==> config.mk <==
export PLATFORM = sky130hd
export DESIGN_NAME = esc_throttle_pulse_decoder
export DESIGN_NICKNAME = d
export VERILOG_FILES = /design/src/rtl/core/etpd_pkg.sv /design/src/rtl/core/esc_throttle_pulse_decoder.sv /design/src/rtl/core/etpd_cfg_regs.sv /design/src/rtl/core/etpd_rescale.sv /design/src/rtl/core/etpd_throttle_map.sv
export VERILOG_INCLUDE_DIRS = /design/src /design/src/rtl/core
export SDC_FILE = /design/constraint.sdc
export NUM_CORES = 1
export LEC_CHECK = 0
export BUFFER_PORTS_ARGS = -buffer_cell sky130_fd_sc_hd__buf_2
export CAP_MARGIN = 15
export CORE_ASPECT_RATIO = 1.2
export CORE_MARGIN = 3
export CORE_UTILIZATION = 40
export DETAILED_ROUTE_END_ITERATION = 12
export GPL_TIMING_DRIVEN = 0
export SYNTH_ARGS = -nofsm -noshare
export SYNTH_HDL_FRONTEND = slang
export SYNTH_HIERARCHICAL = 1
export SYNTH_SLANG_ARGS = --single-unit
==> constraint.sdc <==
create_clock -name clk -period 24.9 [get_ports clk]
set_input_delay 1.245 -clock clk [delete_from_list [all_inputs] [get_ports clk]]
set_output_delay 1.245 -clock clk [all_outputs]
set_load 0.02 [all_outputs]
==> src/rtl/core/esc_throttle_pulse_decoder_macros.svh <==
// ----------------------------------------------------------------------------
// ESC throttle pulse decoder assertion macros
// Shared concurrent assertion forms, clocked on clk and held off in reset.
// ----------------------------------------------------------------------------
`ifndef ESC_THROTTLE_PULSE_DECODER_MACROS_SVH
`define ESC_THROTTLE_PULSE_DECODER_MACROS_SVH

// consequent checked in the same cycle as the antecedent
`define ETPD_ASSERT_NOW(label, ante, cons, msg) \
  label: assert property (@(posedge clk) disable iff (rst) (ante) |-> (cons)) \
    else $error(msg);

// consequent checked in the cycle after the antecedent
`define ETPD_ASSERT_NEXT(label, ante, cons, msg) \
  label: assert property (@(posedge clk) disable iff (rst) (ante) |=> (cons)) \
    else $error(msg);

`endif

==> src/rtl/core/etpd_pkg.sv <==
// ----------------------------------------------------------------------------
// etpd_pkg
// Types, register codes and constants of the ESC throttle pulse decoder.
// ----------------------------------------------------------------------------
package etpd_pkg;

  typedef enum logic [2:0] {
    PROTO_MULTISHOT  = 3'd0,
    PROTO_ONESHOT42  = 3'd1,
    PROTO_ONESHOT125 = 3'd2,
    PROTO_PPM        = 3'd3,
    PROTO_DSHOT      = 3'd4
  } protocol_t;

  typedef enum logic [1:0] {
    MODE_NORMAL = 2'd0,
    MODE_FULL   = 2'd1,
    MODE_BIDIR  = 2'd2
  } throttle_mode_t;

  typedef enum logic {
    ACTION_PULSE = 1'b0,
    ACTION_TICK  = 1'b1
  } action_t;

  typedef enum logic [2:0] {
    REG_PROTOCOL_SELECT   = 3'd0,
    REG_CLOCK_FAST        = 3'd1,
    REG_THROTTLE_MODE     = 3'd2,
    REG_REVERSE_DEFAULT   = 3'd3,
    REG_CENTER_PULSE      = 3'd4,
    REG_MINIMUM_PULSE     = 3'd5,
    REG_FORWARD_GAIN_WORD = 3'd6,
    REG_REVERSE_GAIN_WORD = 3'd7
  } reg_index_t;

  typedef struct packed {
    logic [2:0]  protocol_select;
    logic        clock_fast;
    logic [1:0]  throttle_mode;
    logic        reverse_default;
    logic [11:0] center_pulse;
    logic [11:0] minimum_pulse;
    logic [10:0] forward_gain_word;
    logic [10:0] reverse_gain_word;
  } cfg_t;

  typedef struct packed {
    logic       in_startup;
    logic       in_initial_run;
    logic       motor_running;
    logic [7:0] startup_floor;
    logic [7:0] stall_events;
  } motor_state_t;

  typedef struct packed {
    logic [15:0] value;
    logic        stop;
    logic        direction;
    logic        boosted;
  } map_result_t;

  // reset values of the configuration registers
  localparam logic [2:0]  RST_PROTOCOL_SELECT   = 3'd4;
  localparam logic        RST_CLOCK_FAST        = 1'b0;
  localparam logic [1:0]  RST_THROTTLE_MODE     = 2'd0;
  localparam logic        RST_REVERSE_DEFAULT   = 1'b0;
  localparam logic [11:0] RST_CENTER_PULSE      = 12'd1500;
  localparam logic [11:0] RST_MINIMUM_PULSE     = 12'd1000;
  localparam logic [10:0] RST_FORWARD_GAIN_WORD = 11'd128;
  localparam logic [10:0] RST_REVERSE_GAIN_WORD = 11'd128;

  localparam logic [7:0]  BAD_LIMIT       = 8'd50;
  localparam logic [3:0]  TIMEOUT_RELOAD  = 4'd10;
  localparam logic [15:0] PULSE_MIN       = 16'd900;
  localparam logic [15:0] PULSE_END       = 16'd2235;
  localparam logic [15:0] FULL_RANGE_BASE = 16'd1000;
  localparam logic [15:0] DEADBAND        = 16'd10;
  localparam logic [17:0] MULTI_OFS_FAST  = 18'h00600;
  localparam logic [17:0] MULTI_OFS_SLOW  = 18'h00300;
  // 0x56 / 2: one product serves oneshot125 and ppm
  localparam logic [21:0] RATE_MUL        = 22'h2b;
  localparam int          GAIN_FRAC       = 7;

endpackage

==> src/rtl/core/esc_throttle_pulse_decoder.sv <==
// ----------------------------------------------------------------------------
// esc_throttle_pulse_decoder
// RC pulse / timer tick decoder producing the stored throttle and status.
// ----------------------------------------------------------------------------
// Pipeline: a word accepted into the input register is decoded and captured
//   in the result register once it is free; m_axis_tvalid rises with it.
// Throughput: one word per cycle unless the output stalls; state (throttle,
//   counters) updates in the same cycle as the result, so the next word sees it.
// Reset: synchronous, clears the pipeline, the throttle and all counters and
//   loads the configuration registers with their defaults.
module esc_throttle_pulse_decoder (
  input  logic        clk,
  input  logic        rst,
  input  logic        s_axis_tvalid,
  output logic        s_axis_tready,
  // raw_pulse[15:0], in_startup[16], in_initial_run[17], motor_running[18],
  // startup_floor[26:19], stall_events[34:27], zero[39:35]
  input  logic [39:0] s_axis_tdata,
  // action[0]
  input  logic        s_axis_tuser,
  output logic        m_axis_tvalid,
  input  logic        m_axis_tready,
  // throttle_out[15:0], scaled_pulse[31:16], out_of_range[32], stop_flag[33],
  // direction_flag[34], timeout_reload[35], throttle_written[36],
  // throttle_cleared[37], boost_applied[38], timeout_left[42:39],
  // zero_run[50:43], zero[55:51]
  output logic [55:0] m_axis_tdata,
  input  logic        psel,
  input  logic        penable,
  input  logic        pwrite,
  input  logic [4:0]  paddr,
  input  logic [31:0] pwdata,
  output logic [31:0] prdata,
  output logic        pready
);

  `include "esc_throttle_pulse_decoder_macros.svh"

  etpd_pkg::cfg_t         cfg;
  etpd_pkg::motor_state_t s1_motor;
  etpd_pkg::map_result_t  mapped;

  logic        s1_valid;
  logic        s1_action;
  logic [15:0] s1_raw;
  logic        advance;
  logic        s_fire;

  logic [15:0] throttle_store, throttle_store_next;
  logic [3:0]  timeout_counter, timeout_counter_next;
  logic [7:0]  stop_counter, stop_counter_next;
  logic [7:0]  bad_pulse_counter, bad_pulse_counter_next;
  logic [7:0]  bad_inc;

  logic [15:0] scaled;
  logic        oor;
  logic [15:0] scaled_res;
  logic        oor_res, stop_res, dir_res, reload_res, written_res, cleared_res, boost_res;

  logic        out_valid;
  logic [15:0] out_throttle, out_scaled;
  logic        out_oor, out_stop, out_dir, out_reload, out_written, out_cleared, out_boost;
  logic [3:0]  out_timeout;
  logic [7:0]  out_zero_run;

  etpd_cfg_regs u_regs (
    .clk     (clk),
    .rst     (rst),
    .psel    (psel),
    .penable (penable),
    .pwrite  (pwrite),
    .paddr   (paddr),
    .pwdata  (pwdata),
    .prdata  (prdata),
    .pready  (pready),
    .cfg     (cfg)
  );

  etpd_rescale u_rescale (
    .raw_pulse    (s1_raw),
    .cfg          (cfg),
    .scaled_pulse (scaled)
  );

  etpd_throttle_map u_map (
    .scaled_pulse (scaled),
    .cfg          (cfg),
    .motor        (s1_motor),
    .result       (mapped)
  );

  assign advance       = s1_valid & (~out_valid | m_axis_tready);
  assign s_axis_tready = ~s1_valid | advance;
  assign s_fire        = s_axis_tvalid & s_axis_tready;

  // input register
  always_ff @(posedge clk) begin
    if (rst) begin
      s1_valid <= 1'b0;
    end else if (s_fire) begin
      s1_valid <= 1'b1;
    end else if (advance) begin
      s1_valid <= 1'b0;
    end
  end

  always_ff @(posedge clk) begin
    if (s_fire) begin
      s1_action               <= s_axis_tuser;
      s1_raw                  <= s_axis_tdata[15:0];
      s1_motor.in_startup     <= s_axis_tdata[16];
      s1_motor.in_initial_run <= s_axis_tdata[17];
      s1_motor.motor_running  <= s_axis_tdata[18];
      s1_motor.startup_floor  <= s_axis_tdata[26:19];
      s1_motor.stall_events   <= s_axis_tdata[34:27];
    end
  end

  assign oor     = (scaled < etpd_pkg::PULSE_MIN) || (scaled >= etpd_pkg::PULSE_END);
  assign bad_inc = (bad_pulse_counter == 8'hFF) ? 8'hFF : (bad_pulse_counter + 8'd1);

  // state update and result for the word in the input register
  always_comb begin
    throttle_store_next    = throttle_store;
    timeout_counter_next   = timeout_counter;
    stop_counter_next      = stop_counter;
    bad_pulse_counter_next = bad_pulse_counter;
    scaled_res  = 16'd0;
    oor_res     = 1'b0;
    stop_res    = 1'b0;
    dir_res     = 1'b0;
    reload_res  = 1'b0;
    written_res = 1'b0;
    cleared_res = 1'b0;
    boost_res   = 1'b0;
    if (s1_action == etpd_pkg::ACTION_TICK) begin
      if (timeout_counter != 4'd0) begin
        timeout_counter_next = timeout_counter - 4'd1;
      end
      if (throttle_store == 16'd0) begin
        stop_counter_next = (stop_counter == 8'hFF) ? 8'hFF : (stop_counter + 8'd1);
      end else begin
        stop_counter_next = 8'd0;
      end
    end else begin
      scaled_res           = scaled;
      dir_res              = cfg.reverse_default;
      reload_res           = 1'b1;
      timeout_counter_next = etpd_pkg::TIMEOUT_RELOAD;
      if (oor) begin
        oor_res                = 1'b1;
        bad_pulse_counter_next = bad_inc;
        if (bad_inc >= etpd_pkg::BAD_LIMIT) begin
          cleared_res         = 1'b1;
          written_res         = 1'b1;
          throttle_store_next = 16'd0;
        end
      end else begin
        stop_res            = mapped.stop;
        dir_res             = mapped.direction;
        boost_res           = mapped.boosted;
        written_res         = 1'b1;
        throttle_store_next = mapped.value;
        if (bad_pulse_counter != 8'd0) begin
          bad_pulse_counter_next = bad_pulse_counter - 8'd1;
        end
        if (mapped.value == 16'd0) begin
          stop_counter_next = (stop_counter == 8'hFF) ? 8'hFF : (stop_counter + 8'd1);
        end else begin
          stop_counter_next = 8'd0;
        end
      end
    end
  end

  always_ff @(posedge clk) begin
    if (rst) begin
      throttle_store    <= 16'd0;
      timeout_counter   <= 4'd0;
      stop_counter      <= 8'd0;
      bad_pulse_counter <= 8'd0;
    end else if (advance) begin
      throttle_store    <= throttle_store_next;
      timeout_counter   <= timeout_counter_next;
      stop_counter      <= stop_counter_next;
      bad_pulse_counter <= bad_pulse_counter_next;
    end
  end

  // result register
  always_ff @(posedge clk) begin
    if (rst) begin
      out_valid <= 1'b0;
    end else if (advance) begin
      out_valid <= 1'b1;
    end else if (m_axis_tready) begin
      out_valid <= 1'b0;
    end
  end

  always_ff @(posedge clk) begin
    if (advance) begin
      out_throttle <= throttle_store_next;
      out_scaled   <= scaled_res;
      out_oor      <= oor_res;
      out_stop     <= stop_res;
      out_dir      <= dir_res;
      out_reload   <= reload_res;
      out_written  <= written_res;
      out_cleared  <= cleared_res;
      out_boost    <= boost_res;
      out_timeout  <= timeout_counter_next;
      out_zero_run <= stop_counter_next;
    end
  end

  assign m_axis_tvalid = out_valid;
  assign m_axis_tdata  = {5'd0, out_zero_run, out_timeout, out_boost, out_cleared,
                          out_written, out_reload, out_dir, out_stop, out_oor,
                          out_scaled, out_throttle};

  `ETPD_ASSERT_NOW(a_timeout_bound, 1'b1, timeout_counter <= etpd_pkg::TIMEOUT_RELOAD,
    "timeout counter above reload value")
  `ETPD_ASSERT_NEXT(a_pulse_reload,
    advance && (s1_action == etpd_pkg::ACTION_PULSE),
    timeout_counter == etpd_pkg::TIMEOUT_RELOAD, "pulse did not reload timeout")
  `ETPD_ASSERT_NOW(a_cleared_zero, out_valid && out_cleared,
    (out_throttle == 16'd0) && out_written && out_oor, "cleared result with throttle set")
  `ETPD_ASSERT_NOW(a_boost_valid, out_valid && out_boost,
    out_written && !out_oor && !out_cleared, "boost on a word that stored no mapped pulse")
  `ETPD_ASSERT_NEXT(a_stage_hold, s1_valid && !advance, s1_valid,
    "input register dropped a stalled word")

endmodule

==> src/rtl/core/etpd_cfg_regs.sv <==
// ----------------------------------------------------------------------------
// etpd_cfg_regs
// APB register file holding the decoder configuration.
// ----------------------------------------------------------------------------
module etpd_cfg_regs (
  input  logic               clk,
  input  logic               rst,
  input  logic               psel,
  input  logic               penable,
  input  logic               pwrite,
  input  logic [4:0]         paddr,
  input  logic [31:0]        pwdata,
  output logic [31:0]        prdata,
  output logic               pready,
  output etpd_pkg::cfg_t     cfg
);

  logic       wr_en;
  logic [2:0] reg_sel;

  assign pready  = 1'b1;
  assign wr_en   = psel & penable & pwrite;
  assign reg_sel = paddr[4:2];

  always_ff @(posedge clk) begin
    if (rst) begin
      cfg.protocol_select   <= etpd_pkg::RST_PROTOCOL_SELECT;
      cfg.clock_fast        <= etpd_pkg::RST_CLOCK_FAST;
      cfg.throttle_mode     <= etpd_pkg::RST_THROTTLE_MODE;
      cfg.reverse_default   <= etpd_pkg::RST_REVERSE_DEFAULT;
      cfg.center_pulse      <= etpd_pkg::RST_CENTER_PULSE;
      cfg.minimum_pulse     <= etpd_pkg::RST_MINIMUM_PULSE;
      cfg.forward_gain_word <= etpd_pkg::RST_FORWARD_GAIN_WORD;
      cfg.reverse_gain_word <= etpd_pkg::RST_REVERSE_GAIN_WORD;
    end else if (wr_en) begin
      unique case (reg_sel)
        etpd_pkg::REG_PROTOCOL_SELECT:   cfg.protocol_select   <= pwdata[2:0];
        etpd_pkg::REG_CLOCK_FAST:        cfg.clock_fast        <= pwdata[0];
        etpd_pkg::REG_THROTTLE_MODE:     cfg.throttle_mode     <= pwdata[1:0];
        etpd_pkg::REG_REVERSE_DEFAULT:   cfg.reverse_default   <= pwdata[0];
        etpd_pkg::REG_CENTER_PULSE:      cfg.center_pulse      <= pwdata[11:0];
        etpd_pkg::REG_MINIMUM_PULSE:     cfg.minimum_pulse     <= pwdata[11:0];
        etpd_pkg::REG_FORWARD_GAIN_WORD: cfg.forward_gain_word <= pwdata[10:0];
        etpd_pkg::REG_REVERSE_GAIN_WORD: cfg.reverse_gain_word <= pwdata[10:0];
        default: ;
      endcase
    end
  end

  always_comb begin
    unique case (reg_sel)
      etpd_pkg::REG_PROTOCOL_SELECT:   prdata = {29'd0, cfg.protocol_select};
      etpd_pkg::REG_CLOCK_FAST:        prdata = {31'd0, cfg.clock_fast};
      etpd_pkg::REG_THROTTLE_MODE:     prdata = {30'd0, cfg.throttle_mode};
      etpd_pkg::REG_REVERSE_DEFAULT:   prdata = {31'd0, cfg.reverse_default};
      etpd_pkg::REG_CENTER_PULSE:      prdata = {20'd0, cfg.center_pulse};
      etpd_pkg::REG_MINIMUM_PULSE:     prdata = {20'd0, cfg.minimum_pulse};
      etpd_pkg::REG_FORWARD_GAIN_WORD: prdata = {21'd0, cfg.forward_gain_word};
      etpd_pkg::REG_REVERSE_GAIN_WORD: prdata = {21'd0, cfg.reverse_gain_word};
      default:                         prdata = 32'd0;
    endcase
  end

endmodule

==> src/rtl/core/etpd_rescale.sv <==
// ----------------------------------------------------------------------------
// etpd_rescale
// Protocol rescaling of a captured pulse width, saturated to 16 bits.
// ----------------------------------------------------------------------------
module etpd_rescale (
  input  logic [15:0]    raw_pulse,
  input  etpd_pkg::cfg_t cfg,
  output logic [15:0]    scaled_pulse
);

  logic [17:0] multi_sum;
  logic [16:0] os42_sum;
  logic [21:0] prod43;

  assign multi_sum = {1'b0, raw_pulse, 1'b0} + {6'd0, raw_pulse[15:4]}
                   + {7'd0, raw_pulse[15:5]}
                   + (cfg.clock_fast ? etpd_pkg::MULTI_OFS_FAST : etpd_pkg::MULTI_OFS_SLOW);
  assign os42_sum  = {1'b0, raw_pulse} + {8'd0, raw_pulse[15:7]};
  assign prod43    = {6'd0, raw_pulse} * etpd_pkg::RATE_MUL;

  always_comb begin
    unique case (cfg.protocol_select)
      etpd_pkg::PROTO_MULTISHOT:
        scaled_pulse = (|multi_sum[17:16]) ? 16'hFFFF : multi_sum[15:0];
      etpd_pkg::PROTO_ONESHOT42:
        scaled_pulse = os42_sum[16] ? 16'hFFFF : os42_sum[15:0];
      etpd_pkg::PROTO_ONESHOT125:
        scaled_pulse = {1'b0, prod43[21:7]};
      // ppm uses 86 >> 11, the same as 43 >> 10
      etpd_pkg::PROTO_PPM:
        scaled_pulse = {4'd0, prod43[21:10]};
      default:
        scaled_pulse = raw_pulse;
    endcase
  end

endmodule

==> src/rtl/core/etpd_throttle_map.sv <==
// ----------------------------------------------------------------------------
// etpd_throttle_map
// Mode mapping, packed gain, saturation and startup boost of a valid pulse.
// ----------------------------------------------------------------------------
module etpd_throttle_map (
  input  logic [15:0]            scaled_pulse,
  input  etpd_pkg::cfg_t         cfg,
  input  etpd_pkg::motor_state_t motor,
  output etpd_pkg::map_result_t  result
);

  logic [15:0] center16;
  logic [15:0] min16;
  logic        rev;
  logic [15:0] origin;
  logic [15:0] diff_bi;
  logic [15:0] base;
  logic [10:0] gain_word;
  logic [23:0] prod;
  logic [23:0] shifted;
  logic [15:0] gained;
  logic [12:0] boost;
  logic        boost_on;
  logic        below_min;
  logic        dir_sel;

  assign center16  = {4'd0, cfg.center_pulse};
  assign min16     = {4'd0, cfg.minimum_pulse};
  assign rev       = scaled_pulse < center16;
  assign origin    = rev ? min16 : center16;
  assign diff_bi   = (scaled_pulse > origin) ? (scaled_pulse - origin) : 16'd0;
  assign below_min = scaled_pulse < min16;

  always_comb begin
    gain_word = cfg.forward_gain_word;
    dir_sel   = cfg.reverse_default;
    unique case (cfg.throttle_mode)
      etpd_pkg::MODE_FULL: begin
        base = (scaled_pulse > etpd_pkg::FULL_RANGE_BASE)
             ? (scaled_pulse - etpd_pkg::FULL_RANGE_BASE) : 16'd0;
      end
      etpd_pkg::MODE_BIDIR: begin
        base = (diff_bi > etpd_pkg::DEADBAND) ? (diff_bi - etpd_pkg::DEADBAND) : 16'd0;
        dir_sel   = rev ^ cfg.reverse_default;
        gain_word = rev ? cfg.reverse_gain_word : cfg.forward_gain_word;
      end
      default: begin
        base = (scaled_pulse > min16) ? (scaled_pulse - min16) : 16'd0;
      end
    endcase
  end

  // gain over 128, then the packed left shift, saturate to 16 bits
  assign prod    = {8'd0, base} * {16'd0, gain_word[7:0]};
  assign shifted = {7'd0, prod[23:etpd_pkg::GAIN_FRAC]} << gain_word[10:8];
  assign gained  = (|shifted[23:16]) ? 16'hFFFF : shifted[15:0];

  assign boost = (cfg.clock_fast ? {4'd0, motor.startup_floor, 1'b0}
                                 : {5'd0, motor.startup_floor})
               + {1'b0, motor.stall_events, 4'd0};
  assign boost_on = (motor.in_startup | motor.in_initial_run) & ~motor.motor_running
                  & (gained != 16'd0);

  always_comb begin
    result.direction = dir_sel;
    result.stop = (gained == 16'd0) ||
                  ((cfg.throttle_mode != etpd_pkg::MODE_FULL) &&
                   (cfg.throttle_mode != etpd_pkg::MODE_BIDIR) && below_min);
    if (boost_on && (gained < {3'd0, boost})) begin
      result.value   = {3'd0, boost};
      result.boosted = 1'b1;
    end else begin
      result.value   = gained;
      result.boosted = 1'b0;
    end
  end

endmodule
==> results.yml <==
worst_setup_path:
  cp_slowest_cell: "a22oi_1"
  path_max_fanout: 10
  critPathMostFrequentCell: "a21oi_1"
  cp_data_required_time_ps: 25100
  critPathArrivalTime_ps: 21550
  rr_worst_depth: 75
  endpoint_kind: "flip-flop"
  slowest_delay_ps: 1000
  startpoint_type: "flip-flop"
  path_class: "flip-flop to flip-flop"
die:
  die_area_sq_um: 58340
  die_h_microns: 264.0
  fp.dieW_microns: 221.0
  fp-row-count: 93
  initial_core_util_pct: 40.92
  ioPinCount: 176
  coreArea_sq_um: 54220
timing:
  slew_headroom_pct: 1.566
  worst_clock_skew_ps: 16.47
  hold_violations: 0
  fin_setup_tns_ps: 0
  period_minus_slack_ps: 21350
  setup_viol: 0
  post-route-period-util_pct: 85.74
  tightest_slew_ps: 1477
  maxSlewViolCount: 0
  rsz0062_at_grt: "false"
  max_freq_mhz: 46.84
logic_synthesis:
  synth.area.top_cells: "edfxtp_1, fa_1, ha_1"
  yosysWarnings: 6
  yosysSeqAreaShare_pct: 19.99
  async_flop_share_pct: 0
  ys_ff_latch: 178
  synth_cell_types: 118
  synth-main-ff-cell: "dfxtp_1"
  netlist_area_sq_um: 22190
  avgSynthCellArea_sq_um: 8.485
  yosys.area.top_type: "edfxtp_1"
  yosys.area.top_type_share_pct: 11.77
  synth-edff-count: 87
  syn_inst: 2615
placement:
  detailed_place_hpwl_microns: 55980
  gp_congestion: 0.9254
  dp.cells: 3476
  numPortBuffers: 120
power_and_ir_drop:
  ir_worst_vdd_v: 0.00004641
  p_leak_nw: 10.96
  finalPower_mw: 1.094
  powerDensity_nw_per_um2: 44.76
clock_network:
  tritoncts: "done"
  cts_made_buffers: 17
  clk_pin_slew_ps: 70
  cts_setup_buffers: 0
  cts_root_buffer: "clkbuf_16"
  post_cts_resized: 0
  worst_skew_pair.late_latency_ps: 470
  cts_buffer_depth: 2
  clkSinkCount: 178
  ctsHoldBuffers: 0
  cts_max_level: 4
cells_and_area:
  diodes: 0
  syn2layout_area_growth_pct: 10.13
  fill_cells: 5457
  fin_nets: 3184
  drive_above_1_share_pct: 12.69
  stdcell_count: 3510
global_route:
  grt_first_pass_wirelength_microns: 110600
  grt_overflow_total: 0
  grt_usage_pct: 23.36
  first_global_vias: 20440
  grt_max_degree: 35
  antenna_found_initial: 0
hold_path:
  hold_path_class: "flip-flop to flip-flop"
  holdPathStages: 2
routing:
  num_vias: 20020
  first_pass_iters: 6
  antenna_left: 0
  wirelength_microns: 69420
  avgRoutedWirePerCell_microns: 19.78
  vias_per_cell: 5.703
  first_iter_violations: 1354
  drcViolationCount: 0
flow_run:
  drv_cap: 0
run_status:
  outcome: "complete, no violations"
==> cells by family (layout without fill, tap and decap cells) <==
kind of cell	count (synthesis)	after routing	share of synthesized area, %
fa+ha+maj	314	314	21.90
flops	178	178	19.99
compound gates	633	633	20.43
buf+inv	425	585	8.386
xor+xnor	90	90	3.553
simple gates	839	839	19.03
mux	133	133	6.671
other cells	3	26	0.05075
==> metal layers <==
layer	GRT usage (%)	wire (microns)	vias to the layer above
li1	-	-	9591
met4	8.252	2270	0
met2	41.65	34540	535
met1	28.96	29800	9784
met3	3.034	2806	107
met5	0	0	-
==> synthesized netlist by cell type, types with 17 or more instances <==
| library cell | instances |
|---|---|
| buf_2 | 19 |
| a21oi_1 | 135 |
| or2_2 | 25 |
| nand3_1 | 55 |
| xor2_1 | 32 |
| nor4_1 | 20 |
| a22o_1 | 18 |
| o211ai_1 | 18 |
| and2_1 | 32 |
| mux2_2 | 17 |
| nand2b_1 | 88 |
| and3_1 | 21 |
| fa_1 | 124 |
| mux2i_1 | 104 |
| or3_1 | 19 |
| buf_4 | 37 |
| nor3_1 | 47 |
| inv_1 | 268 |
| o22ai_1 | 20 |
| nor2_1 | 274 |
| nand2_1 | 155 |
| o21ai_0 | 98 |
| nand4_1 | 18 |
| a211oi_1 | 24 |
| xnor2_1 | 58 |
| edfxtp_1 | 87 |
| dfxtp_1 | 91 |
| nor2b_1 | 29 |
| o21ai_1 | 26 |
| o31ai_1 | 26 |
| clkbuf_1 | 78 |
| a41oi_1 | 19 |
| ha_1 | 190 |
| a31oi_1 | 19 |
| o21a_1 | 19 |
| a21o_1 | 36 |
==> layout by cell type (no fill, tap or decap), types with 21 or more instances in the layout <==
master    instances
nor2_1          274
inv_1           267
ha_1            190
nand2_1         155
buf_2           139
a21oi_1         135
fa_1            124
mux2i_1         104
o21ai_0          98
dfxtp_1          91
nand2b_1         88
edfxtp_1         87
clkbuf_1         79
xnor2_1          58
nand3_1          55
nor3_1           47
buf_4            40
a21o_1           36
xor2_1           32
and2_1           31
nor2b_1          29
o31ai_1          26
o21ai_1          26
conb_1           26
or2_2            25
a211oi_1         24
and3_1           21
==> worst max-delay path, delay by kind of cell, from the launching register on <==
kind / cells / cell delay (ps)
DFF: 1 / 700
and+or+nand+nor: 15 / 2720
muxes: 2 / 540
AOI/OAI and AO/OA: 30 / 9110
buffers and inverters: 14 / 2560
adders and majority gates: 12 / 4960
xor gates and xnor gates: 2 / 460
==> state kept, by name, summed over array words and instances (netlist names), 8 cells and up <==
register,cells
out_throttle,16
stop_counter,8
s1_motor,19
bad_pulse_counter,8
throttle_store,16
out_zero_run,8
s1_raw,16
out_scaled,16
u_regs/cfg,53
==> where the power goes <==
group	switching [mW]	internal [mW]
Clock	0.135	0.131
Combinational	0.312	0.188
Sequential	0.00983	0.317
Total	0.457	0.637
==> final timing paths <==
path | from | endpoint | slack, ps
worst min register to register | u_regs/cfg[5] | u_regs/cfg[5] | 490
worst max-delay path | s1_raw[10] | out_zero_run[3] | 3550
worst max register to register | s1_raw[10] | out_zero_run[3] | 3550
worst min-delay path | u_regs/cfg[5] | u_regs/cfg[5] | 490
==> layout make-up <==
cell class	instances	area, sq um	share of cell area (%)
sequential	178	4434	18.15
timing repair buffer	128	700.7	2.867
tap	712	890.9	3.646
multi-input combinational	2035	15990	65.45
inverter	272	1021	4.178
clock buffer	18	429.2	1.756
buffer	153	839.6	3.436
clock inverter	14	126.4	0.5172
==> stage by stage <==
stage | instance area [sq um] | util (%) | worst slack, ps | hold slack, ps
final | 24440 | 45.06 | 3550 | 492.7
after global routing | 24440 | 45.06 | 1983 | 518.6
after CTS | 24420 | 45.03 | 3561 | 492.7
after detailed placement | 23860 | 44.01 | 3636 | 480.3
after global placement | 23770 | 43.83 | 3441 | 470.4
after floorplan | 22270 | - | 7857 | 458.3
Note: power is estimated with default switching activity, not from simulation.
